**src/look_elevator_scheduler_assert.svh**
```systemverilog
// assertion macros used by the scheduler module
`ifndef LOOK_ELEVATOR_SCHEDULER_ASSERT_SVH
`define LOOK_ELEVATOR_SCHEDULER_ASSERT_SVH

// implication checked every cycle outside reset
`define LES_ASSERT_IMP(label, ante, cons) \
  label: assert property (@(posedge clk) disable iff (rst) (ante) |-> (cons)) \
    else $error("%m: check failed");

// next-cycle implication checked outside reset
`define LES_ASSERT_NXT(label, ante, cons) \
  label: assert property (@(posedge clk) disable iff (rst) (ante) |=> (cons)) \
    else $error("%m: check failed");

`endif

```
**src/les_pkg.sv**
```systemverilog
package les_pkg;

  localparam int QUEUE_DEPTH = 16;
  localparam int FLOOR_BITS  = 6;
  localparam int QIDX_BITS   = $clog2(QUEUE_DEPTH);
  localparam int QCNT_BITS   = $clog2(QUEUE_DEPTH + 1);

  localparam logic       CMD_ADD  = 1'b0;
  localparam logic       CMD_TICK = 1'b1;

  localparam logic [1:0] ST_WAIT = 2'd0;
  localparam logic [1:0] ST_DONE = 2'd1;
  localparam logic [1:0] ST_RIDE = 2'd2;

  localparam logic [1:0] HEAD_IDLE = 2'd0;
  localparam logic [1:0] HEAD_UP   = 2'd1;
  localparam logic [1:0] HEAD_DOWN = 2'd2;

  localparam logic [2:0] EV_DROP   = 3'd0;
  localparam logic [2:0] EV_PICK   = 3'd1;
  localparam logic [2:0] EV_STATUS = 3'd2;
  localparam logic [2:0] EV_ADDED  = 3'd3;
  localparam logic [2:0] EV_FULL   = 3'd4;

  localparam logic CFG_FLOOR_COUNT  = 1'b0;
  localparam logic CFG_CAR_CAPACITY = 1'b1;

  // one request entry
  typedef struct packed {
    logic [7:0]            tag;
    logic [FLOOR_BITS-1:0] origin;
    logic [FLOOR_BITS-1:0] target;
    logic [1:0]            status;
  } entry_t;

  // broadcast from the sequencer to every cell
  typedef struct packed {
    logic                  shift;   // rotate the ring by one place
    logic                  keep;    // when rotating: keep the head word
    logic                  append;  // load the new entry into the tail
    logic                  drop;    // head rider leaves
    logic                  board;   // head rider boards
  } cell_ctl_t;

endpackage

```
**src/les_cell.sv**
```systemverilog
// one place of the request ring
module les_cell (
  input  logic             clk,
  input  les_pkg::cell_ctl_t ctl,
  input  logic             is_tail,
  input  logic             is_head,
  input  les_pkg::entry_t  new_entry,
  input  les_pkg::entry_t  from_next,
  output les_pkg::entry_t  word
);
  import les_pkg::*;

  entry_t word_next;

  // load the tail, shift towards the head, or update head status in place
  always_comb begin
    word_next = word;
    if (ctl.append && is_tail) begin
      word_next = new_entry;
    end else if (ctl.shift) begin
      word_next = from_next;
    end else if (is_head && ctl.drop) begin
      word_next.status = ST_DONE;
    end else if (is_head && ctl.board) begin
      word_next.status = ST_RIDE;
    end
  end

  always_ff @(posedge clk) begin
    word <= word_next;
  end
endmodule

```
**src/les_chain.sv**
```systemverilog
// ring of cells; the head is cell 0, rotation moves cell i+1 into cell i
module les_chain (
  input  logic                           clk,
  input  les_pkg::cell_ctl_t             ctl,
  input  logic [les_pkg::QIDX_BITS-1:0]  tail_idx,
  input  logic [les_pkg::QIDX_BITS-1:0]  last_idx,
  input  les_pkg::entry_t                new_entry,
  output les_pkg::entry_t                head
);
  import les_pkg::*;

  entry_t words [QUEUE_DEPTH];
  entry_t feed  [QUEUE_DEPTH];

  // the head word goes back behind the last live entry, or is discarded
  always_comb begin
    for (int i = 0; i < QUEUE_DEPTH; i++) begin
      feed[i] = words[(i + 1) % QUEUE_DEPTH];
      if (QIDX_BITS'(i) == last_idx) begin
        feed[i] = ctl.keep ? words[0] : words[i];
      end
    end
  end

  for (genvar g = 0; g < QUEUE_DEPTH; g++) begin : g_cell
    les_cell u_cell (
      .clk       (clk),
      .ctl       (ctl),
      .is_tail   (QIDX_BITS'(g) == tail_idx),
      .is_head   (g == 0),
      .new_entry (new_entry),
      .from_next (feed[g]),
      .word      (words[g])
    );
  end

  assign head = words[0];
endmodule

```
**src/look_elevator_scheduler.sv**
```systemverilog
// LOOK elevator scheduler. Requests sit in a ring of 16 cells in arrival
// order and every pass rotates the ring once past its head. An add gives its
// result in the cycle after it is accepted. A tick runs a compaction pass
// (which also finds the first usable heading), a decision step, a drop-off
// pass that pauses at each drop-off, a pick-up pass that pauses at each
// pick-up, and a status step. A tick on an empty store, or one that finds
// no usable heading, answers from the decision step. The result register
// holds one word; while it is stalled the ring waits at the next rider event
// or at the status step. Input is held off from acceptance until the last
// word of that input has been taken. Configuration is to be written while
// idle, which the block does not enforce; it applies from the next tick.
module look_elevator_scheduler (
  input  logic       clk,
  input  logic       rst,
  input  logic       valid_in,
  output logic       stall_in,
  input  logic       cmd,
  input  logic [7:0] request_tag,
  input  logic [5:0] origin_floor,
  input  logic [5:0] target_floor,
  output logic       valid_out,
  input  logic       stall_out,
  output logic [2:0] event_kind,
  output logic [7:0] event_tag,
  output logic [5:0] car_floor,
  output logic [4:0] car_load,
  output logic [1:0] car_direction,
  output logic       moved,
  output logic       last,
  input  logic       cfg_we,
  input  logic       cfg_index,
  input  logic [6:0] cfg_data
);
  import les_pkg::*;
  `include "look_elevator_scheduler_assert.svh"

  typedef enum logic [2:0] {
    S_IDLE, S_COMPACT, S_DECIDE, S_DROP, S_BOARD, S_STATUS
  } state_t;

  state_t                state;
  logic [6:0]            floor_count;
  logic [4:0]            car_capacity;
  logic [QCNT_BITS-1:0]  entry_count;
  logic [QCNT_BITS-1:0]  pos;
  logic [FLOOR_BITS-1:0] floor_now;
  logic [1:0]            heading;
  logic [4:0]            riders_inside;
  logic                  pending;
  logic                  ahead;
  logic [1:0]            first_dir;
  logic                  pass_end;
  logic                  tick_done;
  logic                  store_full;
  logic                  stay_idle;
  logic                  out_load;
  logic                  out_valid;
  logic [2:0]            out_kind;
  logic [7:0]            out_tag;
  logic                  out_moved;
  logic                  out_last;
  cell_ctl_t             ctl;
  entry_t                head;
  entry_t                new_entry;
  logic [QIDX_BITS-1:0]  tail_idx;
  logic [QIDX_BITS-1:0]  last_idx;
  logic                  hit_drop;
  logic                  hit_board;
  logic                  head_ahead;
  logic [1:0]            head_dir;
  logic [FLOOR_BITS-1:0] top;
  logic [FLOOR_BITS-1:0] f_head;
  logic [1:0]            plan_dir;
  logic [1:0]            stat_dir;
  logic [FLOOR_BITS-1:0] stat_floor;
  logic                  stat_mv;

  // saturated top floor
  always_comb begin
    if (floor_count < 7'd2) begin
      top = FLOOR_BITS'(1);
    end else if (floor_count > 7'(1 << FLOOR_BITS)) begin
      top = {FLOOR_BITS{1'b1}};
    end else begin
      top = FLOOR_BITS'(floor_count - 7'd1);
    end
  end

  assign new_entry  = '{tag: request_tag, origin: origin_floor, target: target_floor,
                        status: ST_WAIT};
  assign tail_idx   = entry_count[QIDX_BITS-1:0];
  assign last_idx   = QIDX_BITS'(entry_count - QCNT_BITS'(1));
  assign pass_end   = (pos == QCNT_BITS'(1));
  assign store_full = (entry_count == QCNT_BITS'(QUEUE_DEPTH));
  assign hit_drop   = head.status == ST_RIDE && head.target == floor_now;
  assign hit_board  = head.status == ST_WAIT && head.origin == floor_now &&
                      riders_inside < car_capacity;
  assign f_head     = (head.status == ST_WAIT) ? head.origin : head.target;
  assign head_ahead = head.status != ST_DONE &&
                      ((heading == HEAD_UP && f_head > floor_now) ||
                       (heading == HEAD_DOWN && f_head < floor_now));
  assign tick_done  = !out_valid || !stall_out;
  assign stay_idle  = entry_count == '0 || (heading == HEAD_IDLE && first_dir == HEAD_IDLE);

  // heading that the head entry asks for when the car is idle
  always_comb begin
    if (head.origin > floor_now)      head_dir = HEAD_UP;
    else if (head.origin < floor_now) head_dir = HEAD_DOWN;
    else if (head.target > floor_now) head_dir = HEAD_UP;
    else if (head.target < floor_now) head_dir = HEAD_DOWN;
    else                              head_dir = HEAD_IDLE;
  end

  // end of tick: re-plan, turn at the ends, move one floor
  always_comb begin
    plan_dir = heading;
    if (!ahead && riders_inside == '0) begin
      plan_dir = pending ? first_dir : HEAD_IDLE;
    end
    stat_dir = plan_dir;
    if (floor_now >= top && plan_dir == HEAD_UP) begin
      stat_dir = HEAD_DOWN;
    end else if (floor_now == '0 && plan_dir == HEAD_DOWN) begin
      stat_dir = HEAD_UP;
    end
    stat_floor = floor_now;
    stat_mv    = 1'b0;
    if (stat_dir == HEAD_UP && floor_now < top) begin
      stat_floor = floor_now + FLOOR_BITS'(1);
      stat_mv    = 1'b1;
    end else if (stat_dir == HEAD_DOWN && floor_now != '0) begin
      stat_floor = floor_now - FLOOR_BITS'(1);
      stat_mv    = 1'b1;
    end
  end

  // a new word enters the result register
  always_comb begin
    unique case (state)
      S_IDLE:   out_load = valid_in && !stall_in && cmd == CMD_ADD;
      S_DECIDE: out_load = stay_idle;
      S_DROP:   out_load = tick_done && hit_drop;
      S_BOARD:  out_load = tick_done && hit_board;
      S_STATUS: out_load = tick_done;
      default:  out_load = 1'b0;
    endcase
  end

  // cell controls; a rider event holds the ring until its word can be loaded
  always_comb begin
    ctl = '0;
    unique case (state)
      S_IDLE: begin
        ctl.append = valid_in && !stall_in && cmd == CMD_ADD && !store_full;
      end
      S_COMPACT: begin
        ctl.shift = 1'b1;
        ctl.keep  = head.status != ST_DONE;
      end
      S_DROP: begin
        ctl.shift = !hit_drop;
        ctl.keep  = 1'b1;
        ctl.drop  = hit_drop && tick_done;
      end
      S_BOARD: begin
        ctl.shift = !hit_board;
        ctl.keep  = 1'b1;
        ctl.board = hit_board && tick_done;
      end
      default: ctl = '0;
    endcase
  end

  les_chain u_chain (
    .clk       (clk),
    .ctl       (ctl),
    .tail_idx  (tail_idx),
    .last_idx  (last_idx),
    .new_entry (new_entry),
    .head      (head)
  );

  assign stall_in = state != S_IDLE || out_valid;

  // sequencer and result register
  always_ff @(posedge clk) begin
    if (rst) begin
      state         <= S_IDLE;
      floor_count   <= 7'd8;
      car_capacity  <= 5'd4;
      entry_count   <= '0;
      floor_now     <= '0;
      heading       <= HEAD_IDLE;
      riders_inside <= '0;
      out_valid     <= 1'b0;
      out_kind      <= '0;
      out_tag       <= '0;
      out_moved     <= 1'b0;
      out_last      <= 1'b0;
      pos           <= '0;
      pending       <= 1'b0;
      ahead         <= 1'b0;
      first_dir     <= HEAD_IDLE;
    end else begin
      if (cfg_we) begin
        unique case (cfg_index)
          CFG_FLOOR_COUNT:  floor_count  <= cfg_data;
          CFG_CAR_CAPACITY: car_capacity <= cfg_data[4:0];
        endcase
      end
      out_valid <= out_load || (out_valid && stall_out);
      unique case (state)
        S_IDLE: begin
          if (valid_in && !stall_in) begin
            if (cmd == CMD_ADD) begin
              out_tag   <= request_tag;
              out_moved <= 1'b0;
              out_last  <= 1'b1;
              if (!store_full) begin
                out_kind    <= EV_ADDED;
                entry_count <= entry_count + QCNT_BITS'(1);
              end else begin
                out_kind <= EV_FULL;
              end
            end else begin
              pos       <= entry_count;
              first_dir <= HEAD_IDLE;
              state     <= (entry_count == '0) ? S_DECIDE : S_COMPACT;
            end
          end
        end
        // drop finished entries and look for the first usable heading
        S_COMPACT: begin
          if (head.status == ST_DONE) begin
            entry_count <= entry_count - QCNT_BITS'(1);
          end
          if (first_dir == HEAD_IDLE && head.status == ST_WAIT) begin
            first_dir <= head_dir;
          end
          pos <= pos - QCNT_BITS'(1);
          if (pass_end) begin
            state <= S_DECIDE;
          end
        end
        S_DECIDE: begin
          pos <= entry_count;
          if (stay_idle) begin
            heading   <= HEAD_IDLE;
            out_kind  <= EV_STATUS;
            out_tag   <= '0;
            out_moved <= 1'b0;
            out_last  <= 1'b1;
            state     <= S_IDLE;
          end else begin
            if (heading == HEAD_IDLE) heading <= first_dir;
            state <= S_DROP;
          end
        end
        S_DROP: begin
          if (hit_drop) begin
            if (tick_done) begin
              if (riders_inside != '0) riders_inside <= riders_inside - 5'd1;
              out_kind  <= EV_DROP;
              out_tag   <= head.tag;
              out_moved <= 1'b0;
              out_last  <= 1'b0;
            end
          end else if (pass_end) begin
            pos       <= entry_count;
            pending   <= 1'b0;
            ahead     <= 1'b0;
            first_dir <= HEAD_IDLE;
            state     <= S_BOARD;
          end else begin
            pos <= pos - QCNT_BITS'(1);
          end
        end
        // boarding, and the planning flags from each settled head word
        S_BOARD: begin
          if (hit_board) begin
            if (tick_done) begin
              riders_inside <= riders_inside + 5'd1;
              out_kind      <= EV_PICK;
              out_tag       <= head.tag;
              out_moved     <= 1'b0;
              out_last      <= 1'b0;
            end
          end else begin
            pos     <= pos - QCNT_BITS'(1);
            pending <= pending || head.status != ST_DONE;
            ahead   <= ahead || head_ahead;
            if (first_dir == HEAD_IDLE && head.status == ST_WAIT) begin
              first_dir <= head_dir;
            end
            if (pass_end) begin
              state <= S_STATUS;
            end
          end
        end
        S_STATUS: begin
          if (tick_done) begin
            heading   <= stat_dir;
            floor_now <= stat_floor;
            out_kind  <= EV_STATUS;
            out_tag   <= '0;
            out_moved <= stat_mv;
            out_last  <= 1'b1;
            state     <= S_IDLE;
          end
        end
        default: state <= S_IDLE;
      endcase
    end
  end

  assign valid_out     = out_valid;
  assign event_kind    = out_kind;
  assign event_tag     = out_tag;
  assign car_floor     = floor_now;
  assign car_load      = riders_inside;
  assign car_direction = heading;
  assign moved         = out_moved;
  assign last          = out_last;

  `LES_ASSERT_IMP(a_count_bound, 1'b1, entry_count <= QCNT_BITS'(QUEUE_DEPTH))
  `LES_ASSERT_IMP(a_load_cap, 1'b1, riders_inside <= 5'd16)
  `LES_ASSERT_IMP(a_busy_stalls, state != S_IDLE, stall_in)
  `LES_ASSERT_NXT(a_out_holds, out_valid && stall_out, out_valid && $stable(event_kind))
  `LES_ASSERT_NXT(a_car_holds, out_valid && stall_out, $stable(car_floor) && $stable(car_load))
endmodule

```
**config.mk**
```make
export PLATFORM = sky130hd
export DESIGN_NAME = look_elevator_scheduler
export DESIGN_NICKNAME = d
export VERILOG_FILES = /design/src/les_pkg.sv /design/src/les_cell.sv /design/src/les_chain.sv /design/src/look_elevator_scheduler.sv
export VERILOG_INCLUDE_DIRS = /design/src /design/src/src
export SDC_FILE = /design/constraint.sdc
export NUM_CORES = 1
export LEC_CHECK = 0
export ABC_CLOCK_PERIOD_IN_PS = 9050
export CORE_MARGIN = 5
export CORE_UTILIZATION = 55
export CTS_CLUSTER_SIZE = 8
export DETAILED_ROUTE_END_ITERATION = 7
export DONT_BUFFER_PORTS = 1
export HOLD_SLACK_MARGIN = 0.05
export PLACE_DENSITY = 0.79
export SETUP_SLACK_MARGIN = 0.5
export SKIP_CTS_REPAIR_TIMING = 1
export SYNTH_ARGS = -nofsm -noshare
export SYNTH_HDL_FRONTEND = slang
export SYNTH_HIERARCHICAL = 1
export SYNTH_SLANG_ARGS = --single-unit
```
**constraint.sdc**
```tcl
create_clock -name clk -period 9.05 [get_ports clk]
set_input_delay 0.905 -clock clk [delete_from_list [all_inputs] [get_ports clk]]
set_output_delay 0.905 -clock clk [all_outputs]
set_load 0.01 [all_outputs]
```
==> results by group, run 1 <==
Power
  • Worst VDD drop: roughly 0.2 mV
  • Pwr Density: 280 nW/µm²
  • Internal power: approximately 0.0052 W
  • Lkg Pwr: about 11 nW
  • Sw frac: 0.346
  • Clock share of power: 0.239
  • Sequential share of power: 0.379
  • Net Sw Power: 0.00276 W
  • Comb pwr share: 0.382

Setup path
  • Setup crit end kind: register
  • Req. time, crit path: about 9500 ps
  • Worst path arrival time: 5720 ps
  • Startpoint Class: register
  • Crit path max fanout: 122
  • Setup CP Type: reg2reg

GRT
  • Vias in the first global route: approximately 20000
  • Largest net degree at the start of global routing: 123
  • First-pass GRT wire length: about 110000 µm
  • Total global-route track usage: 0.249
  • Initial antenna violation count: 0
  • GR Overflow Total: 0

Layout
  • Fillers: ~4000
  • Area delta synth->final: 6.08%
  • Antenna Cells: 0
  • Commonest non-fill, non-tap cell in the layout: a21oi_1
  • Layout cells sized above 1: 0.203
  • Fin nets: 2623
  • Final core utilization: 0.585
  • Final instance area: 28500 µm²
  • Most frequent cells in the layout: 598 x a21oi_1, 352 x edfxtp_1, 277 x nor2_1, 256 x mux2_4, 147 x nand2_1

CTS
  • Number of CTS-inserted buffers: 57
  • Root Driver: clkbuf_16
  • CTS max path bufs: 3
  • Clock slew at reported path FFs: 60 ps
  • # H-tree levels: 2
  • Worst-Skew Late Latency: 610 ps
  • Sink Count: 408
  • CTS tree: built

Floorplan
  • Core box area: 48600 µm²
  • Die Y-Extent: 231 µm
  • Chip width: 231 µm
  • Row cnt: 81
  • # IOs: 62
  • Initial core utilization: 0.552
  • Die ar.: 53300 µm²

Outcome
  • Status: complete, no violations

Worst hold path
  • HP Class: in2reg

Place
  • GPL Wtd Cong: roughly 0.87
  • Dpl ws: around 4000 ps
  • Final HPWL DP: 44700 µm
  • Port bufs: 0
  • DP Area: 27000 µm²

Routing
  • Vias per inst: 6.45
  • Via Count: about 20000
  • Routed len/inst: 21.8 µm
  • Starting DRC count in detailed routing: 2170
  • Total Wirelength: 69400 µm
  • DR pass1 iterations: 6
  • Routed Antenna Nets: 0
  • Drt drc: 0

Synthesis
  • Synthesized netlist cell count: 2594
  • Post-synth ARST share: 0
  • Syn avg cell area: slightly above 10 µm²
  • Ys flop type: edfxtp_1
  • Mapped cell area: 26800 µm²
  • Syn. warnings: 6
  • FF+latch count, synth: around 400
  • Register area share after synthesis: 0.436
  • Synth cell types: 80
  • Post-synth EDFFs: 352

STA
  • Relative slew slack: 0.0941
  • Hold Fails Final Rpt: 0
  • Fin. max-slew vios: 0
  • Final period utilization: 0.581
  • Slew @ Worst Pin: roughly 1400 ps
  • Fmax: 190 MHz
  • Setup ws final: between 3000 and 4000 ps
  • Crit path time final: 5260 ps
  • Final Skew: 29.2 ps
  • Final TNS setup: 0 ps
  • RSZ-0062 raised after global routing: false
  • Setup violations, final: 0

Job
  • Max-Cap Viols: 0
-- cells by family after synthesis --
group | Yosys count | synth area share
fa+ha+maj | 42 | 0.0201
compound gates | 852 | 0.174
flops | 408 | 0.436
mux | 380 | 0.195
buf+inv | 224 | 0.0463
simple gates | 669 | 0.124
xor+xnor | 16 | 0.00522
other cells | 3 | 0.000420
-- cell type report --
class                           instances  area, µm²  share of cell area
Timing Repair Buffer                   23        173             0.00607
Sequential cell                       408      11700               0.411
Clock buffer                           67       1460              0.0514
Tap cell                              622        778              0.0273
Multi-Input combinational cell       2023      14200               0.499
Inverter                               34        135             0.00475
Clock inverter                          2       28.8             0.00101
-- metal layers --
metal  vias up  track usage  share of wire  routed length, µm
li1       9428            -              -                  -
met1     10084        0.340           0.43              29700
met2       859        0.414           0.48              33200
met3       119       0.0362          0.070               4840
met4         0       0.0762          0.024               1680
met5         -            0              0                  0
-- power by group through the flow --
stage          clock (W)  sequential [W]  combinational (W)
2_1_floorplan          0         0.00290            0.00248
3_3_place_gp           0         0.00301            0.00284
3_5_place_dp           0         0.00304            0.00298
4_1_cts          0.00193         0.00301            0.00300
5_1_grt          0.00200         0.00305            0.00331
6_report         0.00190         0.00302            0.00304
-- Yosys cell counts, drive strengths merged (9+ instances only) --
master / number / area share
nor3: 18 / 0.0035
dfxtp: 56 / 0.042
nand3: 22 / 0.0041
a21oi: 598 / 0.11
buf: 122 / 0.032
nor4: 9 / 0.0026
mux2i: 10 / 0.0037
clkbuf: 68 / 0.0095
and3: 20 / 0.0054
a21o: 13 / 0.0036
a2bb2oi: 17 / 0.0055
nand3b: 33 / 0.0092
inv: 34 / 0.0048
a221oi: 19 / 0.0064
nand2b: 46 / 0.011
edfxtp: 352 / 0.39
nor2: 279 / 0.039
a31o: 18 / 0.0059
xnor2: 12 / 0.0039
o21ai: 136 / 0.025
ha: 40 / 0.019
mux2: 370 / 0.19
a22oi: 17 / 0.0048
or3: 13 / 0.0030
and2: 25 / 0.0058
nand2: 163 / 0.024
-- worst max-delay path: stages, from the launching register on --
cell and delay, ps:
dfxtp_1 590, inv_1 530, nor3_2 190, inv_2 260, nand2_1 80, buf_4 230, inv_8 440, buf_4 1090
buf_4 850, a21oi_1 130, o21ai_0 240, nand2b_1 160, a31o_2 170
-- path summary, 6_finish.rpt --
path	cells after the start	slack [ps]	to	start
worst min register to register	2	460	car_capacity[1]	car_capacity[1]
worst max-delay path	12	3790	u_chain/g_cell[7].u_cell/word[1]	state[2]
worst min-delay path	1	370	event_kind[2]	rst
worst max register to register	12	3790	u_chain/g_cell[7].u_cell/word[1]	state[2]
-- state kept, by name (all words and copies together), names as in the netlist, 2 cells and up --
| name | count |
|---|---|
| car_direction | 2 |
| pos | 5 |
| car_floor | 6 |
| event_tag | 8 |
| floor_count | 7 |
| u_chain/g_cell.u_cell/word | 352 |
| entry_count | 5 |
| car_load | 5 |
| state | 3 |
| first_dir | 2 |
| event_kind | 3 |
| car_capacity | 5 |
-- stage by stage --
stage                     total power, W  hold WS [ps]  cells
final                            0.00796           370   3179
after CTS                        0.00794           328   3179
after global placement           0.00585           442   3110
after global routing             0.00836           344   3179
after detailed placement         0.00602           449   3110
after floorplan                  0.00538           436   2655
Power figures use the tool's default switching activity.
==> inputs of run 2 (changes only) <==
Settings changed: ABC_CLOCK_PERIOD_IN_PS 9050 to 4200, PLACE_DENSITY 0.79 to 0.82.
Clock period 9.05 ns to 4.2 ns, I/O delays scaled along.
==> run 2 against run 1 <==
  * Combinational power rose by 120%
  * Clock power up 120%
  * First-iteration DRC count up 29%
  * Maximum frequency rose by 41%
  * Largest cell class unchanged
  * Flip-flop and latch count is the same
  * Total power rose by 120%
  * Global-route usage is 0.32 points lower
  * Critical path type unchanged
  * Sequential share of layout area decreased by 1.5 points
  * Cell area is 3.7% higher
  * Via count grew 3.1%
  * Cell count grew 3.1%
  * Clock skew grew 5.2 ps
==> results by group, run 2 (same netlist as run 1, synthesis figures left out) <==
Outcome
  • Status: complete, no violations

Power
  • Total power: 0.0175 W (+120%)
  • Pwr Density: 591 nW/µm² (+110%)
  • Worst VDD drop: 0.369 mV (+87%)
  • Lkg Pwr: 11.6 nW (+4.8%)

Routing
  • Vias per inst: 6.45 (about the same)
  • DR pass1 iterations: 6 (unchanged)
  • Drt drc: 0 (unchanged)
  • Starting DRC count in detailed routing: 2799 (+29%)
  • Total Wirelength: 71200 µm (+2.5%)
  • Via Count: 21134 (+3.1%)
  • Routed Antenna Nets: 0 (unchanged)
  • Routed len/inst: 21.7 µm (-0.58%)

Place
  • Cells after DPL: 3153 (+1.4%)
  • GPL Wtd Cong: 0.875 (+1.1%)
  • Final HPWL DP: 45200 µm (+1.0%)
  • Port bufs: 0 (unchanged)
  • DP Area: 27400 µm² (+1.5%)

CTS
  • Number of CTS-inserted buffers: 57 (unchanged)
  • CTS tree: built
  • Sink Count: 408 (unchanged)
  • CTS max path bufs: 3 (unchanged)
  • Clock slew at reported path FFs: 50 ps (about the same)
  • # H-tree levels: 2 (unchanged)
  • Worst-Skew Late Latency: 620 ps (about the same)
  • Root Driver: clkbuf_16

Setup path
  • Reg2Reg Capture Point: car_floor[5]
  • Setup crit end kind: register
  • Setup CP Type: reg2reg
  • R2r setup slk: 470 ps (-3320 ps)
  • Path depth of the worst reg2reg path: 16 (+4)
  • Worst path bufs/invs: 0 (-6)
  • Req. time, crit path: 4750 ps (-4760 ps)
  • Slowest CP cell: or3_4
  • Worst path arrival time: 4280 ps (-1440 ps)
  • Reg2reg start: floor_count[1]
  • Worst path top cell family by delay: compound AO/OA/AOI/OAI gates
  • Crit path max fanout: 6 (-95%)
  • Most used cell along the critical path: a21oi_2
  • Max stage delay on crit path: 400 ps (-690 ps)
  • Startpoint Class: register
  • CP Cell Sequence: or3_4 > or3_4 > a21oi_2 > ha_1 > a21oi_2 > o21a_1 > o21ai_0 > a21o_2 > ha_1 > a21o_1 > a21oi_2 > o21bai_1 > a21oi_1 > xor2_1 > or4_1 > a21oi_1

Floorplan
  • # IOs: 62 (unchanged)
  • Die Y-Extent: 231 µm (unchanged)
  • Row cnt: 81 (unchanged)
  • Core box area: 48600 µm² (unchanged)
  • Initial core utilization: 0.552 (unchanged)
  • Die ar.: 53300 µm² (unchanged)
  • Chip width: 231 µm (unchanged)

Job
  • Max-Cap Viols: 0 (unchanged)

STA
  • Final period utilization: 0.888 (+0.307)
  • Setup violations, final: 0 (unchanged)
  • RSZ-0062 raised after global routing: true
  • Final TNS setup: 0 ps (unchanged)
  • Relative slew slack: 0.290 (+0.196)
  • Hold Fails Final Rpt: 0 (unchanged)
  • WHS: 58.8 ps (-312 ps)
  • Fin. max-slew vios: 0 (unchanged)
  • Final Skew: 34.4 ps (+5.21 ps)
  • Fmax: 268 MHz (+41%)
  • Crit path time final: 3730 ps (-1530 ps)
  • Slew @ Worst Pin: 1060 ps (-296 ps)

GRT
  • Largest net degree at the start of global routing: 119 (-3.3%)
  • GR Overflow Total: 0 (unchanged)
  • Total global-route track usage: 0.246 (-0.00320)
  • Initial antenna violation count: 6 (+6)
  • Vias in the first global route: 20329 (+1.3%)
  • First-pass GRT wire length: 109000 µm (-0.89%)

Layout
  • Area delta synth->final: 10.0%
  • Most frequent cells in the layout: 594 x a21oi_1, 352 x edfxtp_1, 277 x nor2_1, 256 x mux2_4, 147 x nand2_1
  • Fin nets: 2717 (+3.6%)
  • Fillers: 3741 (-5.7%)
  • Commonest non-fill, non-tap cell in the layout: a21oi_1
  • Max reg flops: 352 (unchanged)
  • Fin cells: 3278 (+3.1%)
  • Layout cells sized above 1: 0.227 (+0.0236)
  • Biggest register: u_chain/g_cell.u_cell/word
  • Final instance area: 29500 µm² (+3.7%)

Worst hold path
  • Hold Path Sink: u_chain/g_cell[4].u_cell/word[20]
  • HP Class: in2reg
  • Hold Crit Depth: 1 (unchanged)
  • Hold_sp: request_tag[6]
run 2: changes by cell type in the layout (fill, tap and decap cells not counted), moves of 7 or more:
cell / delta
nand2b_1: -17
buf_4: +43
nand2b_4: +7
nand2b_2: +10
dlygate4sd3_1: +47
run 2: worst max-delay path by stage:
stage | from | end | slack [ps] | cells past startpoint
detailed placement | floor_count[0] | car_floor[5] | 220 | 19
CTS | floor_count[0] | car_floor[5] | 200 | 19
global placement | floor_count[0] | car_floor[5] | 320 | 20
global route | floor_count[3] | car_floor[5] | 320 | 16
floorplan | floor_count[0] | car_floor[5] | 560 | 20
finish | floor_count[1] | car_floor[5] | 470 | 16
run 2: layout make-up:
class	count	area, µm²	area share
inverters	34	135	0.00458
clock buffers	66	1460	0.0494
clock inverters	4	67.6	0.00229
flip-flops and latches	408	11700	0.396
repair buffers	117	1050	0.0354
diodes	4	10.0	0.000339
well taps	622	778	0.0264
multi-input cells	2023	14300	0.486
run 2: metrics by stage:
stage               utilization  worst slack [ps]
finish                    0.607               470
global route              0.607               316
CTS                       0.594               196
detailed placement        0.563               223
global placement          0.563               321
floorplan                     -               563
run 2: metal layers:
metal / routed length (µm) / global-route usage / vias up
li1: - / - / 9631
met1: 29300 / 0.323 / 10324
met2: 33600 / 0.410 / 1017
met3: 6300 / 0.0515 / 154
met4: 1910 / 0.0793 / 8
met5: 62 / 0 / -
run 2: power breakdown:
part	total (W)	leakage, nW	internal, W	switching [W]
logic	0.00684	7.28	0.00314	0.00370
clock network	0.00414	0.743	0.00241	0.00172
registers	0.00648	3.62	0.00583	0.000653
total	0.0175	11.6	0.0114	0.00608
==> inputs of run 3 (changes only) <==
Settings changed: CORE_UTILIZATION 55 to 40, PLACE_DENSITY 0.82 to 0.65, SLEW_MARGIN from default to 10.
==> run 3 against run 2 <==
  * Non-clock buffer count grew 8
  * Routed wire length rose by 3.0%
  * Critical path depth unchanged
  * Clock power up 1%
  * Count of clock-buffer cells in the layout did not move
  * Highest routed layer unchanged
  * Global-route usage down 5.7 points
==> results by group, run 3 (same netlist as run 1, synthesis figures left out) <==
GRT
  • Largest net degree at the start of global routing: 149 (+25%)
  • Initial antenna violation count: 6 (unchanged)
  • GR Overflow Total: 0 (unchanged)
  • First-pass GRT wire length: 112000 µm (+2.5%)
  • Vias in the first global route: 19762 (-2.8%)
  • Total global-route track usage: 0.189 (-0.0569)

Floorplan
  • Die Y-Extent: 269 µm (+17%)
  • # IOs: 62 (unchanged)
  • Chip width: 269 µm (+17%)
  • Core box area: 66800 µm² (+37%)
  • Die ar.: 72400 µm² (+36%)
  • Initial core utilization: 0.402 (-0.150)
  • Row cnt: 95 (+17%)

Setup path
  • Setup CP Type: reg2reg
  • Crit path max fanout: 5 (-1)
  • Most used cell along the critical path: a21oi_2
  • CP Cell Sequence: or3_4 > or3_1 > a21oi_2 > ha_1 > a21oi_1 > o21a_1 > o221ai_2 > a21o_2 > ha_1 > a21o_1 > a21oi_2 > o21bai_1 > a21oi_2 > xor2_1 > or4_1 > a21oi_2
  • Setup crit end kind: register
  • Worst path arrival time: 4320 ps (+40 ps)
  • Startpoint Class: register
  • Max stage delay on crit path: 420 ps (+20 ps)
  • Slowest CP cell: or4_1
  • Req. time, crit path: 4760 ps (about the same)

Layout
  • Max reg flops: 352 (unchanged)
  • Commonest non-fill, non-tap cell in the layout: a21oi_1
  • Layout cells sized above 1: 0.231 (+0.00449)
  • Area delta synth->final: 11.4%
  • Final core utilization: 0.448 (-0.159)
  • Fillers: 6237 (+67%)
  • Fin nets: 2726 (+0.33%)
  • Biggest register: u_chain/g_cell.u_cell/word
  • Most frequent cells in the layout: 592 x a21oi_1, 352 x edfxtp_1, 277 x nor2_1, 256 x mux2_4, 147 x nand2_1
  • Final instance area: 29900 µm² (+1.3%)

CTS
  • Sink Count: 408 (unchanged)
  • Clock slew at reported path FFs: 50 ps (about the same)
  • CTS max path bufs: 3 (unchanged)
  • CTS tree: built
  • Worst-Skew Late Latency: 640 ps (+20 ps)
  • # H-tree levels: 2 (unchanged)
  • Number of CTS-inserted buffers: 57 (unchanged)
  • Root Driver: clkbuf_16

STA
  • Setup violations, final: 0 (unchanged)
  • Final period utilization: 0.896 (+0.00736)
  • Slew @ Worst Pin: 1150 ps (+88.5 ps)
  • Final Skew: 50.7 ps (+16.3 ps)
  • Fmax: 266 MHz (-0.82%)
  • Final TNS setup: 0 ps (unchanged)
  • WHS: 58.2 ps (-0.576 ps)
  • Relative slew slack: 0.233 (-0.0571)
  • RSZ-0062 raised after global routing: true
  • Fin. max-slew vios: 0 (unchanged)
  • Hold Fails Final Rpt: 0 (unchanged)
  • Crit path time final: 3760 ps (+30.9 ps)
  • Setup ws final: 439 ps (-30.9 ps)

Job
  • Max-Cap Viols: 0 (unchanged)

Power
  • Pwr Density: 584 nW/µm² (-1.2%)
  • Sw frac: 0.348 (about the same)
  • Net Sw Power: 0.00608 W (about the same)
  • Lkg Pwr: 11.7 nW (+0.22%)
  • Internal power: 0.0114 W (about the same)
  • Clock share of power: 0.240 (+0.003)
  • Comb pwr share: 0.389 (-0.003)
  • Sequential share of power: 0.370 (about the same)
  • Worst VDD drop: 0.426 mV (+15%)

Place
  • Port bufs: 0 (unchanged)
  • DP Area: 27700 µm² (+1.3%)
  • GPL Wtd Cong: 0.867 (-0.94%)
  • Dpl ws: 202 ps (-20.6 ps)
  • Final HPWL DP: 47100 µm (+4.2%)

Outcome
  • Status: complete, no violations

Routing
  • Starting DRC count in detailed routing: 1742 (-38%)
  • DR pass1 iterations: 5 (-1)
  • Total Wirelength: 73300 µm (+3.0%)
  • Vias per inst: 5.77 (-11%)
  • Routed len/inst: 20.7 µm (-4.6%)
  • Via Count: 20418 (-3.4%)
  • Drt drc: 0 (unchanged)
  • Routed Antenna Nets: 0 (unchanged)

Worst hold path
  • HP Class: in2reg
## run 3: power by group through the flow
stage | clock network, W | logic [W] | registers, W
2_1_floorplan | 0 | 0.00535 | 0.00623
3_3_place_gp | 0 | 0.00637 | 0.00648
3_5_place_dp | 0 | 0.00657 | 0.00653
4_1_cts | 0.00429 | 0.00660 | 0.00646
5_1_grt | 0.00444 | 0.00745 | 0.00655
6_report | 0.00420 | 0.00680 | 0.00646
## run 3: critical path, delay by kind of cell, from the launching register on
family / cells / cell delay, ps
AO/OA/AOI/OAI: 10 / 1560
XOR/XNOR: 1 / 80
adder cells (fa/ha/maj): 2 / 540
flip-flops: 1 / 350
AND/OR/NAND/NOR: 3 / 1160
## run 3: metal layers
metal	vias to the layer above	track usage	wire length [µm]
met2	720	0.304	32900
met1	9922	0.265	33500
met4	6	0.0500	1560
met3	111	0.0330	5310
met5	-	0	55
li1	9659	-	-
## run 3: area by class of cell
class,instances,area (µm²),share of cell area
inverter,34,135,0.00452
multi-input combinational,2024,14300,0.479
sequential,408,11700,0.391
clock inverter,4,87.6,0.00293
clock buffer,66,1460,0.0488
timing repair buffer,125,1090,0.0365
antenna,5,12.5,0.000418
tap,873,1090,0.0365
## run 3: through the flow
stage	power (W)	instances
finish	0.0175	3539
global route	0.0184	3537
CTS	0.0174	3481
detailed placement	0.0131	3411
global placement	0.0129	3411
floorplan	0.0116	2655
## run 3: worst paths after layout
kind                         from                           endpoint  slack (ps)  cells after the start
setup / recovery   floor_count[0]                       car_floor[5]         440                     16
hold / removal     request_tag[6]  u_chain/g_cell[3].u_cell/word[20]          60                      1
setup reg to reg   floor_count[0]                       car_floor[5]         440                     16
hold reg to reg   car_capacity[2]                    car_capacity[2]         480                      2
